`src/ssd_pkg.sv`:
```
// Shared constants and helper functions for the signed seven-segment digit encoder.
package ssd_pkg;

    localparam int VALUE_W    = 32;
    localparam int COORD_W    = 16;
    localparam int BCD_DIGITS = 10;
    localparam int BITS_PER_STEP = 2;
    localparam int STEPS      = VALUE_W / BITS_PER_STEP;
    localparam int STEP_CNT_W = $clog2(STEPS);

    localparam logic [3:0] SYM_MINUS = 4'd10;
    localparam logic [3:0] SYM_BLANK = 4'd11;

    localparam int CFG_INDEX_W = 8;
    localparam int CFG_DATA_W  = 8;

    localparam logic [CFG_INDEX_W-1:0] REG_DIGIT_COUNT    = 8'd0;
    localparam logic [CFG_INDEX_W-1:0] REG_DOT_POSITION   = 8'd1;
    localparam logic [CFG_INDEX_W-1:0] REG_SEGMENT_LENGTH = 8'd2;
    localparam logic [CFG_INDEX_W-1:0] REG_SEGMENT_WIDTH  = 8'd3;

    localparam logic [4:0] DIGIT_COUNT_RST    = 5'd6;
    localparam logic [4:0] DOT_POSITION_RST   = 5'd0;
    localparam logic [7:0] SEGMENT_LENGTH_RST = 8'd10;
    localparam logic [7:0] SEGMENT_WIDTH_RST  = 8'd3;

    // Double-dabble correction of one BCD digit before it is doubled.
    function automatic logic [3:0] bcd_adjust(input logic [3:0] d);
        logic [3:0] r;
        if (d >= 4'd5) begin
            r = d + 4'd3;
        end else begin
            r = d;
        end
        return r;
    endfunction

    // Segment pattern gfedcba for a digit or a sign symbol.
    function automatic logic [6:0] seg_pattern(input logic [3:0] sym);
        logic [6:0] p;
        case (sym)
            4'd0:      p = 7'h3F;
            4'd1:      p = 7'h06;
            4'd2:      p = 7'h5B;
            4'd3:      p = 7'h4F;
            4'd4:      p = 7'h66;
            4'd5:      p = 7'h6D;
            4'd6:      p = 7'h7D;
            4'd7:      p = 7'h07;
            4'd8:      p = 7'h7F;
            4'd9:      p = 7'h6F;
            SYM_MINUS: p = 7'h40;
            SYM_BLANK: p = 7'h00;
            default:   p = 7'h00;
        endcase
        return p;
    endfunction

endpackage

```
`src/ssd_bcd_cell.sv`:
```
// One BCD digit cell of the binary-to-decimal converter chain, two bits per cycle while step is high.
module ssd_bcd_cell
    import ssd_pkg::*;
(
    input  logic       aclk,
    input  logic       clr,
    input  logic       step,
    input  logic       in_hi,
    input  logic       in_lo,
    output logic       carry_hi,
    output logic       carry_lo,
    output logic [3:0] digit,
    output logic [3:0] digit_next
);

    logic [3:0] digit_reg;
    logic [3:0] adj0;
    logic [3:0] half_step;
    logic [3:0] adj1;

    // Two correct-and-shift steps; the bits shifted in come from the lower cell.
    always_comb begin
        adj0       = bcd_adjust(digit_reg);
        half_step  = {adj0[2:0], in_hi};
        adj1       = bcd_adjust(half_step);
        digit_next = {adj1[2:0], in_lo};
    end

    assign carry_hi = adj0[3];
    assign carry_lo = adj1[3];
    assign digit    = digit_reg;

    always_ff @(posedge aclk) begin
        if (clr) begin
            digit_reg <= 4'd0;
        end else if (step) begin
            digit_reg <= digit_next;
        end
    end

endmodule

```
`src/ssd_out_cell.sv`:
```
// One symbol cell of the output row, loaded in parallel and shifted toward position zero.
module ssd_out_cell
    import ssd_pkg::*;
(
    input  logic       aclk,
    input  logic       load,
    input  logic       shift,
    input  logic [3:0] load_sym,
    input  logic [3:0] shift_in,
    output logic [3:0] sym
);

    logic [3:0] sym_reg;

    always_ff @(posedge aclk) begin
        if (load) begin
            sym_reg <= load_sym;
        end else if (shift) begin
            sym_reg <= shift_in;
        end
    end

    assign sym = (sym_reg > 4'd9) ? 4'd0 : sym_reg;

endmodule

```
`src/signed_seven_segment_digit_encoder.sv`:
```
// Top level of the signed seven-segment digit encoder: converter chain, output row, registers.
//
//  Channel  Direction  Handshake              Word
//  s_       in         s_valid / s_ready      value, origin_x, origin_y
//  m_       out        m_valid / m_ready      one digit result, least significant first
//  cfg_     in         cfg_valid / cfg_ready  register index and data
//
// A value is converted in the BCD cell chain, two magnitude bits per cycle. Its n results
// then leave the row at one per cycle while m_ready is high, as the next value converts,
// so a new word is taken before the last one's results have left (n is at most MAX_DIGITS).
// Synchronous reset clears the control state and loads the register defaults; there is no
// clearing pass. A stall on m_ stops the output row; the converter holds a finished value
// until the row frees. s_ready is low from each accepted word until it moves into the row.
module signed_seven_segment_digit_encoder
    import ssd_pkg::*;
#(
    parameter int MAX_DIGITS = 16
) (
    input  logic                   aclk,
    input  logic                   aresetn,

    input  logic                   s_valid,
    output logic                   s_ready,
    input  logic signed [31:0]     s_value,
    input  logic signed [15:0]     s_origin_x,
    input  logic signed [15:0]     s_origin_y,

    output logic                   m_valid,
    input  logic                   m_ready,
    output logic [3:0]             m_position,
    output logic [6:0]             m_segments,
    output logic                   m_dot_lit,
    output logic signed [15:0]     m_digit_x,
    output logic signed [15:0]     m_digit_y,
    output logic                   m_last,

    input  logic                   cfg_valid,
    output logic                   cfg_ready,
    input  logic [CFG_INDEX_W-1:0] cfg_index,
    input  logic [CFG_DATA_W-1:0]  cfg_data
);

    // Only the digits that can be shown below the sign position are converted.
    localparam int CELLS = (MAX_DIGITS - 1 < BCD_DIGITS) ? MAX_DIGITS - 1 : BCD_DIGITS;

    // Configuration registers.
    logic [4:0] digit_count_reg;
    logic [4:0] dot_position_reg;
    logic [7:0] segment_length_reg;
    logic [7:0] segment_width_reg;

    assign cfg_ready = 1'b1;

    always_ff @(posedge aclk) begin
        if (!aresetn) begin
            digit_count_reg    <= DIGIT_COUNT_RST;
            dot_position_reg   <= DOT_POSITION_RST;
            segment_length_reg <= SEGMENT_LENGTH_RST;
            segment_width_reg  <= SEGMENT_WIDTH_RST;
        end else if (cfg_valid && cfg_ready) begin
            case (cfg_index)
                REG_DIGIT_COUNT:    digit_count_reg    <= cfg_data[4:0];
                REG_DOT_POSITION:   dot_position_reg   <= cfg_data[4:0];
                REG_SEGMENT_LENGTH: segment_length_reg <= cfg_data;
                REG_SEGMENT_WIDTH:  segment_width_reg  <= cfg_data;
                default: ;
            endcase
        end
    end

    // Derived geometry.
    logic [3:0]  last_pos;
    logic [9:0]  pitch;
    logic [6:0]  half_width;
    logic [13:0] span;

    always_comb begin
        if (digit_count_reg < 5'd2) begin
            last_pos = 4'd1;
        end else if (digit_count_reg > 5'(MAX_DIGITS)) begin
            last_pos = 4'(MAX_DIGITS - 1);
        end else begin
            last_pos = 4'(digit_count_reg - 5'd1);
        end
    end

    assign pitch      = {2'd0, segment_length_reg} + {1'b0, segment_width_reg, 1'b0};
    assign half_width = segment_width_reg[7:1];
    assign span       = {10'd0, last_pos} * {4'd0, pitch};

    // Converter control.
    logic                  cv_busy_reg;
    logic                  cv_full_reg;
    logic [STEP_CNT_W-1:0] cv_cnt_reg;
    logic [VALUE_W-1:0]    cv_bin_reg;
    logic                  cv_neg_reg;
    logic [COORD_W-1:0]    cv_ox_reg;
    logic [COORD_W-1:0]    cv_oy_reg;

    logic                  cv_step;
    logic                  cv_last;
    logic                  handoff;
    logic                  s_accept;
    logic                  em_free;
    logic                  s_neg;
    logic [VALUE_W-1:0]    s_mag;

    assign cv_step  = cv_busy_reg && !cv_full_reg;
    assign cv_last  = cv_step && (cv_cnt_reg == STEP_CNT_W'(STEPS - 1));
    assign handoff  = (cv_full_reg || cv_last) && em_free;
    assign s_ready  = !cv_busy_reg || handoff;
    assign s_accept = s_valid && s_ready;

    // Negation in 32 bits also gives the right magnitude for the most negative value.
    assign s_neg = s_value[VALUE_W-1];
    assign s_mag = s_neg ? (VALUE_W'(0) - VALUE_W'(s_value)) : VALUE_W'(s_value);

    always_ff @(posedge aclk) begin
        if (!aresetn) begin
            cv_busy_reg <= 1'b0;
            cv_full_reg <= 1'b0;
            cv_cnt_reg  <= '0;
        end else if (s_accept) begin
            cv_busy_reg <= 1'b1;
            cv_full_reg <= 1'b0;
            cv_cnt_reg  <= '0;
        end else if (handoff) begin
            cv_busy_reg <= 1'b0;
            cv_full_reg <= 1'b0;
        end else if (cv_step) begin
            cv_cnt_reg <= cv_cnt_reg + STEP_CNT_W'(1);
            if (cv_last) begin
                cv_full_reg <= 1'b1;
            end
        end
    end

    always_ff @(posedge aclk) begin
        if (s_accept) begin
            cv_bin_reg <= s_mag;
            cv_neg_reg <= s_neg;
            cv_ox_reg  <= COORD_W'(s_origin_x);
            cv_oy_reg  <= COORD_W'(s_origin_y);
        end else if (cv_step) begin
            cv_bin_reg <= {cv_bin_reg[VALUE_W-3:0], 2'b00};
        end
    end

    // BCD cell chain; magnitude bits enter at the least significant cell, MSB first.
    logic [CELLS:0] chain_hi;
    logic [CELLS:0] chain_lo;
    logic [3:0]     cv_digit      [CELLS];
    logic [3:0]     cv_digit_next [CELLS];

    assign chain_hi[0] = cv_bin_reg[VALUE_W-1];
    assign chain_lo[0] = cv_bin_reg[VALUE_W-2];

    for (genvar i = 0; i < CELLS; i++) begin : g_bcd
        ssd_bcd_cell u_cell (
            .aclk       (aclk),
            .clr        (s_accept),
            .step       (cv_step),
            .in_hi      (chain_hi[i]),
            .in_lo      (chain_lo[i]),
            .carry_hi   (chain_hi[i+1]),
            .carry_lo   (chain_lo[i+1]),
            .digit      (cv_digit[i]),
            .digit_next (cv_digit_next[i])
        );
    end

    // Output row and result registers.
    logic               em_busy_reg;
    logic [3:0]         em_pos_reg;
    logic [3:0]         em_last_pos_reg;
    logic               em_neg_reg;
    logic [COORD_W-1:0] em_x_reg;
    logic [COORD_W-1:0] em_y_reg;

    logic               m_accept;
    logic               em_shift;
    logic               em_at_sign;
    logic [3:0]         em_sym    [CELLS];
    logic [3:0]         em_sym_out;

    assign m_accept   = m_valid && m_ready;
    assign em_at_sign = (em_pos_reg == em_last_pos_reg);
    assign em_free    = !em_busy_reg || (m_accept && em_at_sign);
    assign em_shift   = m_accept && !em_at_sign;

    for (genvar i = 0; i < CELLS; i++) begin : g_out
        logic [3:0] upper_sym;
        if (i == CELLS - 1) begin : g_top
            assign upper_sym = 4'd0;
        end else begin : g_mid
            assign upper_sym = em_sym[i+1];
        end

        ssd_out_cell u_cell (
            .aclk     (aclk),
            .load     (handoff),
            .shift    (em_shift),
            .load_sym (cv_full_reg ? cv_digit[i] : cv_digit_next[i]),
            .shift_in (upper_sym),
            .sym      (em_sym[i])
        );
    end

    always_ff @(posedge aclk) begin
        if (!aresetn) begin
            em_busy_reg <= 1'b0;
        end else if (handoff) begin
            em_busy_reg <= 1'b1;
        end else if (m_accept && em_at_sign) begin
            em_busy_reg <= 1'b0;
        end
    end

    // The first result is the rightmost digit; each later one steps one pitch to the left.
    always_ff @(posedge aclk) begin
        if (handoff) begin
            em_pos_reg      <= 4'd0;
            em_last_pos_reg <= last_pos;
            em_neg_reg      <= cv_neg_reg;
            em_x_reg        <= COORD_W'(cv_ox_reg + {2'd0, span} + {9'd0, half_width});
            em_y_reg        <= COORD_W'(cv_oy_reg + {9'd0, half_width});
        end else if (em_shift) begin
            em_pos_reg <= em_pos_reg + 4'd1;
            em_x_reg   <= COORD_W'(em_x_reg - {6'd0, pitch});
        end
    end

    assign em_sym_out = em_at_sign ? (em_neg_reg ? SYM_MINUS : SYM_BLANK) : em_sym[0];

    assign m_valid    = em_busy_reg;
    assign m_position = em_pos_reg;
    assign m_segments = seg_pattern(em_sym_out);
    assign m_dot_lit  = (dot_position_reg == ({1'b0, em_pos_reg} + 5'd1));
    assign m_digit_x  = em_x_reg;
    assign m_digit_y  = em_y_reg;
    assign m_last     = em_at_sign;

endmodule

```
`config.mk`:
```
export PLATFORM = sky130hd
export DESIGN_NAME = signed_seven_segment_digit_encoder
export DESIGN_NICKNAME = d
export VERILOG_FILES = /design/src/ssd_pkg.sv /design/src/ssd_bcd_cell.sv /design/src/ssd_out_cell.sv /design/src/signed_seven_segment_digit_encoder.sv
export SDC_FILE = /design/constraint.sdc
export NUM_CORES = 1
export LEC_CHECK = 0
export BUFFER_PORTS_ARGS = -buffer_cell sky130_fd_sc_hd__buf_2
export CAP_MARGIN = 20
export CELL_PAD_IN_SITES_DETAIL_PLACEMENT = 1
export CELL_PAD_IN_SITES_GLOBAL_PLACEMENT = 1
export CORE_ASPECT_RATIO = 1.75
export CORE_MARGIN = 2
export CORE_UTILIZATION = 47
export CTS_CLUSTER_SIZE = 25
export DETAILED_ROUTE_END_ITERATION = 8
export GPL_TIMING_DRIVEN = 0
export MAX_ROUTING_LAYER = met4
export PLACE_DENSITY_LB_ADDON = 0.08
export RECOVER_POWER = 25
export SYNTH_ARGS = -nofsm -noshare
export SYNTH_HDL_FRONTEND = slang
export SYNTH_SLANG_ARGS = --single-unit
```
`constraint.sdc`:
```
create_clock -name aclk -period 7 [get_ports aclk]
set_input_delay 1.05 -clock aclk [delete_from_list [all_inputs] [get_ports aclk]]
set_output_delay 1.05 -clock aclk [all_outputs]
set_load 0.02 [all_outputs]
```
# Word level (Yosys, flattened, before mapping)
# Memories as Yosys holds them, arrays and structs flattened.
# Cells that the tools add are included.
word_totals:
  register_bits: 219
  rom_bits: 112
  input_bits: 85
  out_inout_bits: 48
  wordCells: 209
  mem_count: 1
mem_list:
  columns: ["name", "words", "width", "rd", "rd_ports_with_merged_regs", "write_ports", "line", "text"]
  rows:
  - ["(name not given)", 16, 7, 1, 0, 0, "ssd_pkg.sv:41", "case (sym)"]
op_classes:
  n_addsub: 30
  multipliers: 1
  order_cmp: 32
  eq_ne: 6
  n_mux: 73
  bitwise: 2
  reduce_logical: 27
op_table:
  columns: ["cell", "count"]
  rows:
  - ["two-way mux 4 bit", 61]
  - ["two-way mux 32 bit", 3]
  - ["greater-or-equal comparator 4 x 3 -> 1 bit (second input constant)", 20]
  - ["adder 4 x 2 -> 4 bit (second input constant)", 18]
  - ["> comparator 4 bit (second input constant)", 10]
  - ["adder 16 x 7 -> 16 bit", 2]
  - ["two-way mux 16 bit", 2]
  - ["subtractor 1 x 32 -> 32 bit (first input constant)", 1]
  - ["adder 16 x 14 -> 16 bit", 1]
  - ["equality test 8 x 2 -> 1 bit (second input constant)", 2]
  - ["subtractor 16 x 10 -> 16 bit", 1]
  - ["multiplier 4 x 10 -> 14 bit", 1]
  - ["AND reduction 2 bit", 6]
  - ["adder 8 x 9 -> 10 bit", 1]
  - ["adder 4 x 1 -> 4 bit (second input constant)", 2]
  - ["equality test 8 x 1 -> 1 bit (second input constant)", 1]
  - ["logical NOT 8 bit", 1]
  - ["nonzero test 2 bit", 4]
  - ["logical AND 1 bit", 7]
  - ["adder 3 x 2 -> 3 bit (second input constant)", 2]
  - ["two-way mux 3 bit", 2]
  - ["adder 4 x 1 -> 5 bit (second input constant)", 1]
  - ["equality test 5 bit", 1]
  - ["> comparator 5 bit (second input constant)", 1]
  - ["10 further kinds", 20]

# Logic depth before layout (Yosys ltp)
logic_depth:
  ltp_word: 8
  mapped_depth: 22
  mapped_depth_nobuf: 22

# Hierarchy
# A second synthesis with hierarchy kept.
hier_totals:
  cells_unflattened: 1661
  hier_area_um2: 16478.3
modules_own_cells:
  columns: ["mod", "instances", "cells_each", "area_each_um2", "seq_area_each_um2"]
  rows:
  - ["signed_seven_segment_digit_encoder", 1, 911, 9721.8, 3803.6]
  - ["ssd_bcd_cell", 10, 61, 473.0, 80.1]
  - ["ssd_out_cell", 10, 14, 202.7, 120.1]

# Worst setup path after synthesis
# No wires, ideal clock.
synth_timing:
  path_kind: "register to register"
  from: "reg em_pos_reg[3] (netlist: m_position[3])"
  to: "reg g_out[0].u_cell.sym_reg[0], enable pin"
  setup_ns: 0.547
  arrival_time_ns: 5.312
  t_required_ns: 6.453
  setup_slack_ns: 1.141
  path_stages_with_launch: 7
  n_path_buf: 2
  synth_period_minus_slack_ns: 5.859
  cell_sequence: "dfxtp_1 -> clkbuf_1 -> xnor2_1 -> nand4_1 -> inv_1 -> clkbuf_1 -> o21ai_0"
synth_between:
  elab_chain_cells: 5
  word_cells_on_any_way: 7
  cone_classes: "eq/ne: 1; reduce/logical: 6"
synth_rtl:
  columns: ["item", "line", "text"]
  rows:
  - ["from (decl)", "signed_seven_segment_digit_encoder.sv:174", "logic [3:0] em_pos_reg;"]
  - ["from (signal assigned)", "signed_seven_segment_digit_encoder.sv:228", "em_pos_reg <= em_pos_reg + 4'd1;"]
  - ["equality test 4 bit *", "signed_seven_segment_digit_encoder.sv:187", "assign em_at_sign = (em_pos_reg == em_last_pos_reg);"]
  - ["via m_last", "signed_seven_segment_digit_encoder.sv:35", "output logic m_last,"]
  - ["logical AND 1 bit", "signed_seven_segment_digit_encoder.sv:188", "assign em_free = !em_busy_reg || (m_accept && em_at_sign);"]
  - ["logical OR 1 bit", "signed_seven_segment_digit_encoder.sv:188", null]
  - ["logical AND 1 bit", "signed_seven_segment_digit_encoder.sv:110", "assign handoff = (cv_full_reg || cv_last) && em_free;"]
  - ["nonzero test 2 bit (no line) *", null, null]
  - ["to (signal assigned)", "ssd_out_cell.sv:17", "sym_reg <= load_sym;"]
  - ["to (signal assigned)", "ssd_out_cell.sv:19", "sym_reg <= shift_in;"]
  - ["to (decl)", "ssd_out_cell.sv:13", "logic [3:0] sym_reg;"]
# The timed path passes the listed nets; every way through them passes the cells marked *.
# A chain may end at the register's enable or synchronous reset.

# Worst setup path in the final report
layout_timing:
  from: "reg digit_count_reg[1]"
  to: "reg em_x_reg[13] (netlist: m_digit_x[13]) (data pin)"
layout_between:
  elab_chain_cells: 7
  word_cells_on_any_way: 9
  cone_classes: "add/sub: 3; mul: 1; order compare: 2; mux: 3"
layout_rtl:
  columns: ["item", "line", "text"]
  rows:
  - ["from (decl)", "signed_seven_segment_digit_encoder.sv:47", "logic [4:0] digit_count_reg;"]
  - ["from (signal assigned)", "signed_seven_segment_digit_encoder.sv:62", "REG_DIGIT_COUNT: digit_count_reg <= cfg_data[4:0];"]
  - ["subtractor 4 x 1 -> 4 bit / > comparator 5 bit (equally long branches)", "signed_seven_segment_digit_encoder.sv:83, signed_seven_segment_digit_encoder.sv:80", null]
  - ["two-way mux 4 bit", "signed_seven_segment_digit_encoder.sv:80", "end else if (digit_count_reg > 5'(MAX_DIGITS)) begin"]
  - ["two-way mux 4 bit *", "signed_seven_segment_digit_encoder.sv:78", "if (digit_count_reg < 5'd2) begin"]
  - ["via last_pos[1]", "signed_seven_segment_digit_encoder.sv:72", "logic [3:0] last_pos;"]
  - ["multiplier 4 x 10 -> 14 bit *", "signed_seven_segment_digit_encoder.sv:89", "assign span = {10'd0, last_pos} * {4'd0, pitch};"]
  - ["adder 16 x 14 -> 16 bit *", "signed_seven_segment_digit_encoder.sv:225", "em_x_reg <= COORD_W'(cv_ox_reg + {2'd0, span} + {9'd0, half_width});"]
  - ["adder 16 x 7 -> 16 bit *", "signed_seven_segment_digit_encoder.sv:225", null]
  - ["two-way mux 16 bit *", "signed_seven_segment_digit_encoder.sv:221", "if (handoff) begin"]
  - ["to (signal assigned)", "signed_seven_segment_digit_encoder.sv:225", null]
  - ["to (signal assigned)", "signed_seven_segment_digit_encoder.sv:229", "em_x_reg <= COORD_W'(em_x_reg - {6'd0, pitch});"]
  - ["to (decl)", "signed_seven_segment_digit_encoder.sv:177", "logic [COORD_W-1:0] em_x_reg;"]
# Marked as above.

==> reports/results.ini <==
[cts]
cts.sinks=219
cts-resized-gates=0
cts-hold-fix-buffers=0
post_cts_buffers=0
clockBufferDepth=3
clock_latency_ns=0.53
htreeDepth=1
cts_buffers=23
path_clk_slew_ns=0.06
cts_root_buf=clkbuf_16
cts_tree=built

[global_route]
grt.overflow.total=0
grt_pass1_wl_microns=63900
antenna_found_initial=0
grt_max_degree=31
grt_pass1_vias=12554
track_usage=0.259

[yosys]
syn_area_per_cell_sq_um=9.64
synthAdderAreaFrac=0.139
synthesis.nets=1705
synth_compound_area_frac=0.150
synth_cells=1484
synth-xor-area-share=0.0643
synth-simple-area-share=0.143
ys_warn_count=0
synth_edf_count=142
syn_area_sq_mm=0.0143
synth_ff_type=edfxtp_1
synth_mux_area_frac=0.0511
synth.distinct_cells=61
async_flop_share=0
synth-seq-cells=219
ys_seq_area_frac=0.406
synth_top_family_by_area=compound AO/OA/AOI/OAI gates

[finish]
drive_above_1_share=0.0976
final_cell_mix=142 x o21ai_0, 142 x edfxtp_1, 124 x inv_1
syn_to_final_growth_pct=13.4
finish.utilization=0.540
fin_nets=1864
fill_cells=3558
antennaDiodeCount=0
fin_cells=2046

[route]
dr.pass1.iters=6
routed_wl_microns=39800
ant_nets=0
drt_iter0_drc=346
drt-vias-per-instance=5.65
drc=0
via_count=11555
wl_per_cell_microns=19.4

[power]
power_density_mw_per_mm2=255
total_leakage_power_nw=6.65
peakVddDrop_mv=0.153
power_mw=4.13

[placed_design]
placed_cells=2005
dp_hpwl_microns=30700
port_buffers=130
place_congestion=0.842
pre_cts_ws_ns=0.909

[setup_path]
cp_num_buf_inv=3
crit_arrival_ns=6.35
critPathLaunchType=flip-flop
crit_chain=inv_1 > ha_1 > nor2_1 > o21ai_0 > inv_1 > nand2_1 > fa_1 > fa_1 > fa_1 > inv_1 > ha_1 > a211oi_1 > o21bai_1 > a21oi_1 > o21ai_0 > a31oi_1 > xor2_1 > mux2i_1
cp.required_ns=7.24
cpLargestDelayFamily=compound AO/OA/AOI/OAI gates
cp_max_fo=10
cp_slowest_cell=o21ai_0
critPathKind=flip-flop to flip-flop
worstSetupEndpointType=flip-flop
max_stage_delay_ns=1.20

[die]
io_pins=133
row_count=84
dieWidth_microns=136
die_area_sq_mm=0.0319
start_util=0.476
die_y_microns=235
core_sq_mm=0.0301

[run_status]
status=finished with violations
violations=capacitance limit, slew limit

[timing]
skew_ns=0.0190
final_max_slew_viol_count=12
fmax_mhz=164
hold_viol=0
setup_violations=0
period_share=0.872
slew_headroom=-0.0600
rsz0062_at_grt=no
tightest_slew_ns=1.57
timing.setup.tns_ns=0
setup_ws_ns=0.897
period_needed_ns=6.10

[job]
cap_violations=2

[min_path]
hold_path.class=flip-flop to flip-flop

logic make-up (layout without fill, tap and decap cells):
group / count (synthesis) / after routing
and+or+nand+nor: 404 / 404
AOI/OAI and AO/OA: 373 / 373
DFF: 219 / 219
buffers and inverters: 175 / 350
adders and majority gates: 136 / 136
xor gates and xnor gates: 105 / 105
muxes: 71 / 71
other: 1 / 1
tightest hold or removal path: cells and delay by family, from the launching register on:
family           cells  cell delay [ns]
muxes                1             0.07
and+or+nand+nor      1             0.06
DFF                  1             0.33
cells in the mapped netlist (6+ instances only):
master	count	area (sq um)
mux2_2	16	180
clkbuf_1	39	146
mux2i_1	55	551
a21o_1	12	90.1
nor2_1	121	454
edfxtp_1	142	4260
ha_1	98	1230
nand2_1	86	323
xor2_1	54	473
nand2b_1	38	238
nor2b_1	41	257
xnor2_1	51	447
inv_1	124	465
nor3_1	16	80.1
nor3b_1	38	285
fa_1	38	761
dfxtp_1	77	1540
and3_1	11	68.8
a21oi_1	110	551
buf_1	9	33.8
o21ai_0	142	711
nor4_1	6	37.5
o21a_1	16	120
a31oi_1	29	181
a211oi_1	18	135
nand3_1	20	100
o31ai_1	9	67.6
worst paths after layout:
kind,start,endpoint,slack [ns],depth (start not counted)
max,digit_count_reg[1],m_digit_x[13],0.90,18
min,segment_width_reg[0],segment_width_reg[0],0.49,2
max reg2reg,digit_count_reg[1],m_digit_x[13],0.90,18
min reg2reg,segment_width_reg[0],segment_width_reg[0],0.49,2
power breakdown:
| part | total, mW | internal, mW | switching (mW) |
|---|---|---|---|
| logic | 1.31 | 0.562 | 0.747 |
| registers | 1.60 | 1.49 | 0.114 |
| clock network | 1.22 | 0.683 | 0.542 |
routing by layer:
layer | track usage | vias to the layer above | wire length (microns)
met5 | - | - | 0
met4 | 0.102 | 0 | 1580
met3 | 0.0252 | 91 | 1120
met2 | 0.506 | 209 | 22700
met1 | 0.254 | 5733 | 14300
li1 | - | 5522 | -
cell type report:
cell class                 count  area, sq um  area share
buffer                        51          199      0.0123
clock buffer                  27          591      0.0364
clock inverter                14          135     0.00832
inverter                     124          465      0.0287
multi-input combinational   1090         7860       0.484
sequential                   219         5810       0.358
tap                          387          484      0.0298
timing repair buffer         134          694      0.0428
per-stage QoR:
stage / hold WS, ns / cell area [sq um]
CTS: 0.493 / 16300
global placement: 0.469 / 15400
detailed placement: 0.478 / 15600
floorplan: 0.400 / 14300
global route: 0.522 / 16200
finish: 0.487 / 16200
No activity file was read; power rests on OpenSTA's default activity.
